## config.mk

```make
export PLATFORM = sky130hd
export DESIGN_NAME = stobs_ctrl
export DESIGN_NICKNAME = d
export VERILOG_FILES = /design/src/hdl/stobs_pkg.sv /design/src/hdl/stobs_ctrl.sv
export SDC_FILE = /design/constraint.sdc
export NUM_CORES = 1
export LEC_CHECK = 0
export BUFFER_PORTS_ARGS = -buffer_cell sky130_fd_sc_hd__buf_2
export CORE_AREA = 2 2 39 41
export CTS_BUF_LIST = sky130_fd_sc_hd__clkbuf_8
export DETAILED_ROUTE_END_ITERATION = 16
export DIE_AREA = 0 0 41 43
export GPL_ROUTABILITY_DRIVEN = 0
export SYNTH_ARGS = -nofsm -noshare
export SYNTH_HDL_FRONTEND = slang
export SYNTH_SLANG_ARGS = --single-unit
```

## constraint.sdc

```tcl
create_clock -name clk -period 3.38 [get_ports clk]
set_input_delay 0.676 -clock clk [delete_from_list [all_inputs] [get_ports clk]]
set_output_delay 0.676 -clock clk [all_outputs]
set_load 0.01 [all_outputs]
```

## src/hdl/stobs_pkg.sv

```systemverilog
package stobs_pkg;

  localparam int DW = 32;
  localparam int GW = 31;
  localparam int FW = 16;
  localparam int RW = 24;

  // register indexes
  localparam logic [1:0] REG_DECAY = 2'd0;
  localparam logic [1:0] REG_GAIN  = 2'd1;
  localparam logic [1:0] REG_STEP  = 2'd2;

  localparam logic [FW-1:0] DECAY_RST = 16'd64880;
  localparam logic [GW-1:0] GAIN_RST  = 31'd65536;
  localparam logic [DW-1:0] STEP_RST  = 32'd214748;

  // datapath operations
  typedef enum logic [3:0] {
    OP_NONE,
    OP_LOAD,
    OP_P1,
    OP_P2,
    OP_PRED,
    OP_ERR,
    OP_SQRT,
    OP_PROP,
    OP_STEP,
    OP_EMF,
    OP_DONE
  } op_t;

  typedef struct packed {
    op_t        op;
    logic       ax;
  } cmd_t;

  typedef struct packed {
    logic sqrt_done;
  } stat_t;

  function automatic logic signed [DW-1:0] sat32(input logic signed [65:0] x);
    if (x > 66'sd2147483647) return 32'sh7fffffff;
    if (x < -66'sd2147483648) return 32'sh80000000;
    return x[DW-1:0];
  endfunction

endpackage

```

## src/hdl/stobs_ctrl.sv

```systemverilog
module stobs_ctrl (
  input  logic            clk,
  input  logic            rst,
  input  logic            in_fire,
  input  logic            out_fire,
  input  stobs_pkg::stat_t stat,
  output stobs_pkg::cmd_t  cmd,
  output logic            in_ready,
  output logic            out_valid
);
  import stobs_pkg::*;

  typedef enum logic [3:0] {
    S_IDLE, S_P1, S_P2, S_PRED, S_ERR, S_SQRT, S_PROP, S_STEP, S_EMF, S_OUT
  } state_t;

  state_t state;
  logic   ax;

  assign in_ready = (state == S_IDLE);

  // command decode
  always_comb begin
    cmd.ax = ax;
    unique case (state)
      S_IDLE: cmd.op = in_fire ? OP_LOAD : OP_NONE;
      S_P1:   cmd.op = OP_P1;
      S_P2:   cmd.op = OP_P2;
      S_PRED: cmd.op = OP_PRED;
      S_ERR:  cmd.op = OP_ERR;
      S_SQRT: cmd.op = OP_SQRT;
      S_PROP: cmd.op = OP_PROP;
      S_STEP: cmd.op = OP_STEP;
      S_EMF:  cmd.op = OP_EMF;
      S_OUT:  cmd.op = OP_NONE;
      default: cmd.op = OP_NONE;
    endcase
  end

  // sequencer: one axis after the other
  always_ff @(posedge clk) begin
    if (rst) begin
      state     <= S_IDLE;
      ax        <= 1'b0;
      out_valid <= 1'b0;
    end else begin
      unique case (state)
        S_IDLE: if (in_fire) begin
          state <= S_P1;
          ax    <= 1'b0;
        end
        S_P1:   state <= S_P2;
        S_P2:   state <= S_PRED;
        S_PRED: state <= S_ERR;
        S_ERR:  state <= S_SQRT;
        S_SQRT: if (stat.sqrt_done) state <= S_PROP;
        S_PROP: state <= S_STEP;
        S_STEP: state <= S_EMF;
        S_EMF: begin
          if (ax) begin
            state     <= S_OUT;
            out_valid <= 1'b1;
          end else begin
            state <= S_P1;
            ax    <= 1'b1;
          end
        end
        S_OUT: if (out_fire) begin
          state     <= S_IDLE;
          out_valid <= 1'b0;
        end
        default: state <= S_IDLE;
      endcase
    end
  end

  a_out_hold: assert property (@(posedge clk) disable iff (rst)
    out_valid && !out_fire |=> out_valid) else $error("result dropped");
  a_no_accept_busy: assert property (@(posedge clk) disable iff (rst)
    in_fire |=> !in_ready) else $error("accept while busy");
  a_valid_state: assert property (@(posedge clk) disable iff (rst)
    out_valid |-> !in_ready) else $error("accept with pending result");
endmodule

```

==> results of run 1 <==
[sequential cells by signal, indices dropped and copies added (netlist names)]
register / cells
state: 4
ax: 1
out_valid: 1
[cells in the mapped netlist]
library cell / instances
dfxtp_1: 6
nor2_1: 4
a21oi_1: 3
nor4_1: 3
a31oi_1: 2
buf_2: 2
nand2_1: 2
nand3b_1: 2
nor3_1: 2
o21a_1: 2
a2111oi_0: 1
a211oi_1: 1
a211oi_2: 1
a21bo_2: 1
and4_1: 1
buf_4: 1
buf_6: 1
clkbuf_1: 1
inv_1: 1
nand2b_1: 1
o21ai_0: 1
o311a_2: 1
or2b_1: 1
or3_1: 1
xnor2_1: 1
xor2_1: 1
[routing by layer]
layer	part of all wire, %	vias up	GRT usage [%]	wire (um)
met3	4.4	4	3.14	37
met4	6.3	0	16.0	53
met2	44	14	13.4	373
met5	0	-	0	0
li1	-	183	-	-
met1	45	171	16.5	382
[worst min-delay path, stage by stage (launching register included)]
cell and delay, ns:
dfxtp_1 0.31, inv_1 0.05, a2111oi_0 0.08
[path summary, 6_finish.rpt]
| kind | start | endpoint | cells past startpoint |
|---|---|---|---|
| setup / recovery | state[0] | cmd[4] | 4 |
| hold / removal | out_valid | out_valid | 2 |
| setup reg to reg | state[0] | state[3] | 3 |
| hold reg to reg | out_valid | out_valid | 2 |
[logic make-up (layout without fill, tap and decap cells)]
kind of cell	Yosys count	in the layout	synth area share (%)
xor+xnor	2	2	4.78
flops	6	6	32.8
compound gates	13	13	26.6
buf+inv	6	15	9.90
simple gates	17	17	25.9
[cell type report]
| type | instances | share of cell area [%] |
|---|---|---|
| clock buffers | 3 | 9.17 |
| inverters | 1 | 0.833 |
| multi-input cells | 32 | 46.7 |
| flip-flops and latches | 6 | 26.7 |
| well taps | 16 | 4.44 |
| repair buffers | 11 | 12.2 |
[through the flow]
stage	utilization [%]	instance area [um2]	total power, uW	hold WS, ns	std cells
2_1_floorplan	-	367	151	0.499	44
3_3_place_gp	29.6	409	172	0.473	66
3_5_place_dp	29.6	409	173	0.485	66
4_1_cts	32.5	450	284	0.492	69
5_1_grt	32.5	450	297	0.542	69
6_report	32.5	450	281	0.490	69
[power groups by stage]
| stage | sequential, uW | clock, uW | combinational (uW) |
|---|---|---|---|
| 6_report | 99.6 | 109 | 71.8 |
| 5_1_grt | 103 | 115 | 79.4 |
| 4_1_cts | 100 | 111 | 72.8 |
| 3_5_place_dp | 101 | 0 | 72.2 |
| 3_3_place_gp | 101 | 0 | 71.4 |
| 2_1_floorplan | 83.7 | 0 | 67.5 |
==> results.sh, run 1 <==
export IMPL_setup_tns_ns=0
export IMPL_grt_use_total_pct=12.5
export IMPL_syn_nets=49
export IMPL_dr_first_iter_drc_count=6
export IMPL_peakVddDrop_mv=0.206
export IMPL_io_buffers=11
export IMPL_post_route_period_util_pct=61.2
export IMPL_vias_per_cell=5.39
export IMPL_p_leak_uw=0.000175
export IMPL_cts_resized=0
export IMPL_syn2layout_area_growth_pct=22.9
export IMPL_grt_max_degree=16
export IMPL_critical_path_arrival_ns=1.39
export IMPL_synth_top_cell_by_area="dfxtp_1"
export IMPL_switchingPower_uw=90.3
export IMPL_die_area_um2=1760
export IMPL_hold_violations=0
export IMPL_setup_violations_final=0
export IMPL_chipHeight_um=43
export IMPL_ctsHoldBuffers=0
export IMPL_antenna_cells=0
export IMPL_vias=372
export IMPL_regArea_um2=120
export IMPL_maxSlewViolCount=0
export IMPL_worst_slew_pin_slew_ns=0.467
export IMPL_relSlewSlack_pct=68.9
export IMPL_fillers=152
export IMPL_outcome="complete, no violations"
export IMPL_fin_worst_skew_ns=0.000942
export IMPL_pre_cts_ws_ns=1.47
export IMPL_ys_ff_latch=6
export IMPL_synthesis_area_um2=367
export IMPL_critPathKind="reg2out"
export IMPL_rsz0062_at_grt="false"
export IMPL_cts_root_buf="clkbuf_8"
export IMPL_clockPowerShare_pct=38.9
export IMPL_cts_made_buffers=3
export IMPL_yosysUniqueCellTypes=26
export IMPL_core_um2=1380
export IMPL_required_ns=2.70
export IMPL_fp_row_count=14
export IMPL_critical_path_max_stage_delay_ns=0.41
export IMPL_layout_nets=60
export IMPL_grt_pass1_vias=326
export IMPL_period_needed_ns=2.07
export IMPL_routedWlPerCell_um=12.3
export IMPL_ios=12
export IMPL_avgSynthCellArea_um2=8.33
export IMPL_seq_power_share_pct=35.5
export IMPL_clock_sinks=6
export IMPL_grt_ovfl_total=0
export IMPL_maxCapViolCount=0
export IMPL_synth_area_leaders="dfxtp_1, nor4_1, a21oi_1"
export IMPL_p_sw_share_pct=32.2
export IMPL_cp_top_family="simple AND/OR/NAND/NOR gates"
export IMPL_p_comb_share_pct=25.6
export IMPL_finalWorstSetupSlack_ns=1.31
export IMPL_path_cells="nor3_1 > nand2_1 > o21ai_0 > buf_2"
export IMPL_clkLatencyLatePin_ns=0.22
export IMPL_clk_path_buf_depth=2
export IMPL_drc=0
export IMPL_start_kind="flop"
export IMPL_p_per_area_nw_per_um2=623
export IMPL_worstPathMaxFanout=12
export IMPL_fmax_mhz=484
export IMPL_wl_um=846
export IMPL_cp_slowest_cell="dfxtp_1"
export IMPL_cts_setup_buffers=0
export IMPL_yosysWarningCount=0
export IMPL_seq_area_frac_synth_pct=32.8
export IMPL_p_int_uw=190
export IMPL_ant_nets=0
export IMPL_hpwl_um=579
export IMPL_mostFrequentLayoutCells="buf_2, dfxtp_1, nor2_1"
export IMPL_cts_tree="done"
export IMPL_synth_top_area_share_pct=32.8
export IMPL_critPathBufInv=1
export IMPL_grt_first_pass_wirelength_um=1360
export IMPL_htree_levels=1
export IMPL_initial_core_util_pct=26.5
export IMPL_layout_drive_gt1_share_pct=32.1
export IMPL_endpoint_kind="output port"
export IMPL_syn_inst=44
export IMPL_final_common_cell="buf_2"
export IMPL_reg2reg_slack_ns=1.98
export IMPL_antenna_found_initial=0
export IMPL_hp_class="reg2reg"
export IMPL_clkTransAtPathRegs_ns=0.04
export IMPL_first_pass_iters=4
export IMPL_multi_input_area_um2=210
export IMPL_die_w_um=41
No activity file was read; power rests on OpenSTA's default activity.
==> run 2, diff against run 1 <==
==> constraint.sdc (replaced) <==
create_clock -name clk -period 1.7 [get_ports clk]
set_input_delay 0.34 -clock clk [delete_from_list [all_inputs] [get_ports clk]]
set_output_delay 0.34 -clock clk [all_outputs]
set_load 0.01 [all_outputs]
==> results.sh, run 2 (synthesis results as in run 1) <==
export IMPL_fin_worst_skew_ns=0.00172
export IMPL_hold_violations=0
export IMPL_switchingPower_uw=183
export IMPL_relSlewSlack_pct=77.3
export IMPL_period_needed_ns=1.57
export IMPL_ios=12
export IMPL_largest_reg_flops=4
export IMPL_min_delay_start="rst"
export IMPL_peakVddDrop_mv=0.263
export IMPL_hpwl_um=571
export IMPL_grt_first_pass_wirelength_um=1260
export IMPL_outcome="complete, no violations"
export IMPL_ant_nets=0
export IMPL_p_int_uw=387
export IMPL_dr_first_iter_drc_count=4
export IMPL_required_ns=1.36
export IMPL_reg_top3="state: 4 flops, ax: 1 flops, out_valid: 1 flops"
export IMPL_worst_slew_pin_slew_ns=0.332
export IMPL_clkLatencyLatePin_ns=0.23
export IMPL_critPathLaunch="state[3]"
export IMPL_hp_class="in2reg"
export IMPL_final_common_cell="buf_2"
export IMPL_clk_path_buf_depth=2
export IMPL_chipHeight_um=43
export IMPL_vias=352
export IMPL_clockPowerShare_pct=39.0
export IMPL_fp_row_count=14
export IMPL_first_pass_iters=3
export IMPL_vias_per_cell=5.03
export IMPL_cp_slowest_cell="dfxtp_2"
export IMPL_critPathCapture="cmd[4]"
export IMPL_core_um2=1380
export IMPL_start_kind="flop"
export IMPL_path_cells="buf_4 > or2b_1 > o21ai_0 > buf_2"
export IMPL_p_per_area_nw_per_um2=1220
export IMPL_cts_root_buf="clkbuf_8"
export IMPL_grt_max_degree=13
export IMPL_p_comb_share_pct=26.2
export IMPL_r2r_start="state[0]"
export IMPL_maxSlewViolCount=0
export IMPL_seq_power_share_pct=34.8
export IMPL_cts_made_buffers=3
export IMPL_cp_top_family="flip-flops"
export IMPL_final_util_pct=33.8
export IMPL_mostFrequentLayoutCells="buf_2, nor2_1, dfxtp_2"
export IMPL_die_area_um2=1760
export IMPL_placed_area_um2=417
export IMPL_ff2ff_path_depth=3
export IMPL_htree_levels=1
export IMPL_cts_setup_buffers=0
export IMPL_worst_path_stages=4
export IMPL_grt_use_total_pct=11.3
export IMPL_fin_cells=70
export IMPL_rsz0062_at_grt="false"
export IMPL_setup_violations_final=0
export IMPL_fmax_mhz=638
export IMPL_die_w_um=41
export IMPL_clock_sinks=6
export IMPL_routedWlPerCell_um=11.3
export IMPL_p_leak_uw=0.000183
export IMPL_setup_tns_ns=0
export IMPL_r2r_end="state[3]"
export IMPL_critical_path_max_stage_delay_ns=0.36
export IMPL_critical_path_arrival_ns=1.23
export IMPL_worstPathMaxFanout=9
export IMPL_drc=0
export IMPL_p_sw_share_pct=32.1
export IMPL_wl_um=790
export IMPL_reg2reg_slack_ns=0.42
export IMPL_initial_core_util_pct=26.5
export IMPL_critPathBufInv=2
export IMPL_total_power_uw=570
export IMPL_grt_pass1_vias=307
export IMPL_antenna_found_initial=0
export IMPL_maxCapViolCount=0
export IMPL_grt_ovfl_total=0
export IMPL_post_route_period_util_pct=92.1
export IMPL_critPathKind="reg2out"
export IMPL_clkTransAtPathRegs_ns=0.04
export IMPL_fin_area_um2=468
export IMPL_layout_drive_gt1_share_pct=42.6
export IMPL_endpoint_kind="output port"
export IMPL_syn2layout_area_growth_pct=27.6
export IMPL_regMostFlops="state"
export IMPL_io_buffers=11
export IMPL_place_inst=67
export IMPL_antenna_cells=0
export IMPL_cts_tree="done"
export IMPL_layout_nets=61
==> run 2: power by group through the flow <==
stage,logic (uW),registers [uW],clock network (uW)
2_1_floorplan,134,166,0
3_3_place_gp,149,196,0
3_5_place_dp,148,196,0
4_1_cts,149,193,225
5_1_grt,167,204,232
6_report,150,198,222
==> run 2: stage by stage <==
stage,setup WS (ns),hold slack [ns]
6_report,0.134,0.351
5_1_grt,0.0580,0.371
4_1_cts,0.0532,0.356
3_5_place_dp,0.296,0.482
3_3_place_gp,0.307,0.489
2_1_floorplan,0.238,0.409
==> run 2: worst min path at each step <==
| stage | end | depth (start not counted) | slack [ns] |
|---|---|---|---|
| final | state[2] | 2 | 0.35 |
| after floorplan | ax | 1 | 0.41 |
| after global placement | out_valid | 2 | 0.49 |
| after global routing | ax | 2 | 0.37 |
| after detailed placement | out_valid | 2 | 0.48 |
| after CTS | ax | 2 | 0.36 |
==> run 2: worst register-to-register path, cell delays in order, from the launching register on <==
cell	delay [ns]
dfxtp_2	0.37
or3_1	0.39
a211oi_2	0.29
nor4_1	0.09
==> run 2: area by class of cell <==
type / count / area (um2)
timing repair buffer: 12 / 62.6
tap: 16 / 20.0
fill: 151 / 916
sequential: 6 / 125
multi-input combinational: 32 / 215
inverter: 1 / 3.75
clock buffer: 3 / 41.3
==> run 2: per-layer routing <==
metal	wire [um]	share of wire (%)	vias up	global-route usage, %
met5	0	0	-	0
met4	27	3.4	0	12.0
met3	41	5.2	2	4.19
met2	358	45	8	15.0
met1	363	46	161	12.5
li1	-	-	181	-
==> run 2: repair_timing <==
action | 4_1_cts | 5_1_grt
endpoints found under the hold margin | 0 | 0
setup endpoints to repair | 0 | 3
gates resized for setup | 0 | 5
hold buffers | 0 | 0
==> run 3, diff against run 2 <==
--- a/config.mk
+++ b/config.mk
@@ -5,7 +5,7 @@
 export SDC_FILE = /design/constraint.sdc
 export NUM_CORES = 1
 export LEC_CHECK = 0
-export BUFFER_PORTS_ARGS = -buffer_cell sky130_fd_sc_hd__buf_2
+export BUFFER_PORTS_ARGS = -buffer_cell sky130_fd_sc_hd__clkbuf_2
 export CORE_AREA = 2 2 39 41
 export CTS_BUF_LIST = sky130_fd_sc_hd__clkbuf_8
 export DETAILED_ROUTE_END_ITERATION = 16
==> results.sh, run 3 (synthesis results as in run 1) <==
export IMPL_layout_nets=61
export IMPL_maxSlewViolCount=0
export IMPL_p_sw_share_pct=32.1
export IMPL_period_needed_ns=1.58
export IMPL_die_area_um2=1760
export IMPL_drc=0
export IMPL_chipHeight_um=43
export IMPL_fin_worst_skew_ns=0.00320
export IMPL_antenna_cells=0
export IMPL_vias_per_cell=5.04
export IMPL_dr_first_iter_drc_count=5
export IMPL_worst_slew_pin_slew_ns=0.341
export IMPL_die_w_um=41
export IMPL_cts_setup_buffers=0
export IMPL_cts_root_buf="clkbuf_8"
export IMPL_fin_cells=70
export IMPL_antenna_found_initial=0
export IMPL_grt_ovfl_total=0
export IMPL_met1_usage_pct=13.5
export IMPL_setup_tns_ns=0
export IMPL_min_path_cells=2
export IMPL_hold_violations=0
export IMPL_vias=353
export IMPL_p_comb_share_pct=27.5
export IMPL_switchingPower_uw=182
export IMPL_syn2layout_area_growth_pct=27.3
export IMPL_clkTransAtPathRegs_ns=0.04
export IMPL_peakVddDrop_mv=0.455
export IMPL_p_per_area_nw_per_um2=1220
export IMPL_largest_reg_flops=4
export IMPL_required_ns=1.36
export IMPL_clockPowerShare_pct=38.1
export IMPL_seq_power_share_pct=34.4
export IMPL_clk_path_buf_depth=2
export IMPL_grt_max_degree=13
export IMPL_grt_use_total_pct=10.8
export IMPL_worstPathMaxFanout=11
export IMPL_reg_top3="state: 4 flops, ax: 1 flops, out_valid: 1 flops"
export IMPL_mostFrequentLayoutCells="clkbuf_2, nor2_1"
export IMPL_rsz0062_at_grt="false"
export IMPL_placed_area_um2=417
export IMPL_hp_class="in2reg"
export IMPL_relSlewSlack_pct=76.7
export IMPL_outcome="complete, no violations"
export IMPL_fmax_mhz=632
export IMPL_reg2reg_slack_ns=0.40
export IMPL_start_kind="flop"
export IMPL_grt_pass1_vias=307
export IMPL_post_route_period_util_pct=93.1
export IMPL_cts_tree="done"
export IMPL_critPathKind="reg2out"
export IMPL_maxCapViolCount=0
export IMPL_use_met3_pct=4.71
export IMPL_hpwl_um=609
export IMPL_layout_drive_gt1_share_pct=40.7
export IMPL_regMostFlops="state"
export IMPL_fp_row_count=14
export IMPL_r2r_end="state[3]"
export IMPL_grt_first_pass_wirelength_um=1250
export IMPL_r2r_start="state[0]"
export IMPL_htree_levels=1
export IMPL_fin_area_um2=467
export IMPL_io_buffers=11
export IMPL_endpoint_kind="output port"
export IMPL_clock_sinks=6
export IMPL_clkLatencyLatePin_ns=0.23
export IMPL_critical_path_arrival_ns=1.24
export IMPL_ant_nets=0
export IMPL_wl_um=825
export IMPL_ios=12
export IMPL_met2_usage_pct=15.0
export IMPL_final_common_cell="clkbuf_2"
export IMPL_initial_core_util_pct=26.5
export IMPL_place_inst=67
export IMPL_p_leak_uw=0.000180
export IMPL_ff2ff_path_depth=3
export IMPL_routedWlPerCell_um=11.8
export IMPL_cts_made_buffers=3
export IMPL_min_delay_start="rst"
export IMPL_grt_busiest_layer="met2"
export IMPL_core_um2=1380
export IMPL_min_to="state[2]"
export IMPL_p_int_uw=386
export IMPL_setup_violations_final=0
export IMPL_first_pass_iters=4
## run 3: cell types whose count changed in the layout (fill, tap and decap cells not counted)
cell / delta
buf_2: -11
clkbuf_2: +11
dfxtp_1: +1
dfxtp_2: -1
## run 3: layout make-up
| cell class | count | area [um2] |
|---|---|---|
| fillers | 153 | 917 |
| flip-flops and latches | 6 | 124 |
| well taps | 16 | 20.0 |
| repair buffers | 12 | 62.6 |
| inverters | 1 | 3.75 |
| clock buffers | 3 | 41.3 |
| multi-input cells | 32 | 215 |
## run 3: worst max-delay path by stage
stage          startpoint  endpoint  slack, ns  depth (start not counted)
3_3_place_gp     state[0]    cmd[4]       0.30                          4
6_report         state[3]    cmd[1]       0.12                          4
3_5_place_dp     state[0]    cmd[4]       0.26                          4
4_1_cts          state[0]    cmd[4]      0.002                          4
5_1_grt          state[0]    cmd[4]       0.06                          4
2_1_floorplan    state[3]    cmd[1]       0.24                          3
## run 3: timing repair
| item | CTS | global route |
|---|---|---|
| endpoints found under the setup margin | 0 | 3 |
| gates resized for setup | 0 | 4 |
| hold buffers | 0 | 0 |
## run 3: critical path: stages, from the launching register on
cell	delay (ns)
dfxtp_1	0.33
buf_4	0.18
o21a_1	0.12
a211oi_1	0.21
clkbuf_2	0.17
## run 3: power by group through the flow
stage	clock network (uW)	registers (uW)	logic, uW
2_1_floorplan	0	166	134
3_3_place_gp	0	192	153
3_5_place_dp	0	193	153
4_1_cts	218	191	155
5_1_grt	224	201	170
6_report	217	195	156
## run 3: routing by layer
layer | up-vias | wire (um) | part of all wire [%]
met1 | 160 | 367 | 44
met5 | - | 0 | 0
met3 | 3 | 41 | 5.0
li1 | 182 | - | -
met2 | 8 | 393 | 48
met4 | 0 | 21 | 2.5
## run 3: stage by stage
stage / utilization, % / total power, uW / setup WS, ns / hold slack (ns)
3_3_place_gp: 30.1 / 345 / 0.301 / 0.488
2_1_floorplan: - / 301 / 0.238 / 0.409
5_1_grt: 33.7 / 595 / 0.0601 / 0.370
3_5_place_dp: 30.1 / 346 / 0.257 / 0.488
4_1_cts: 33.1 / 564 / 0.00151 / 0.370
6_report: 33.7 / 568 / 0.118 / 0.362
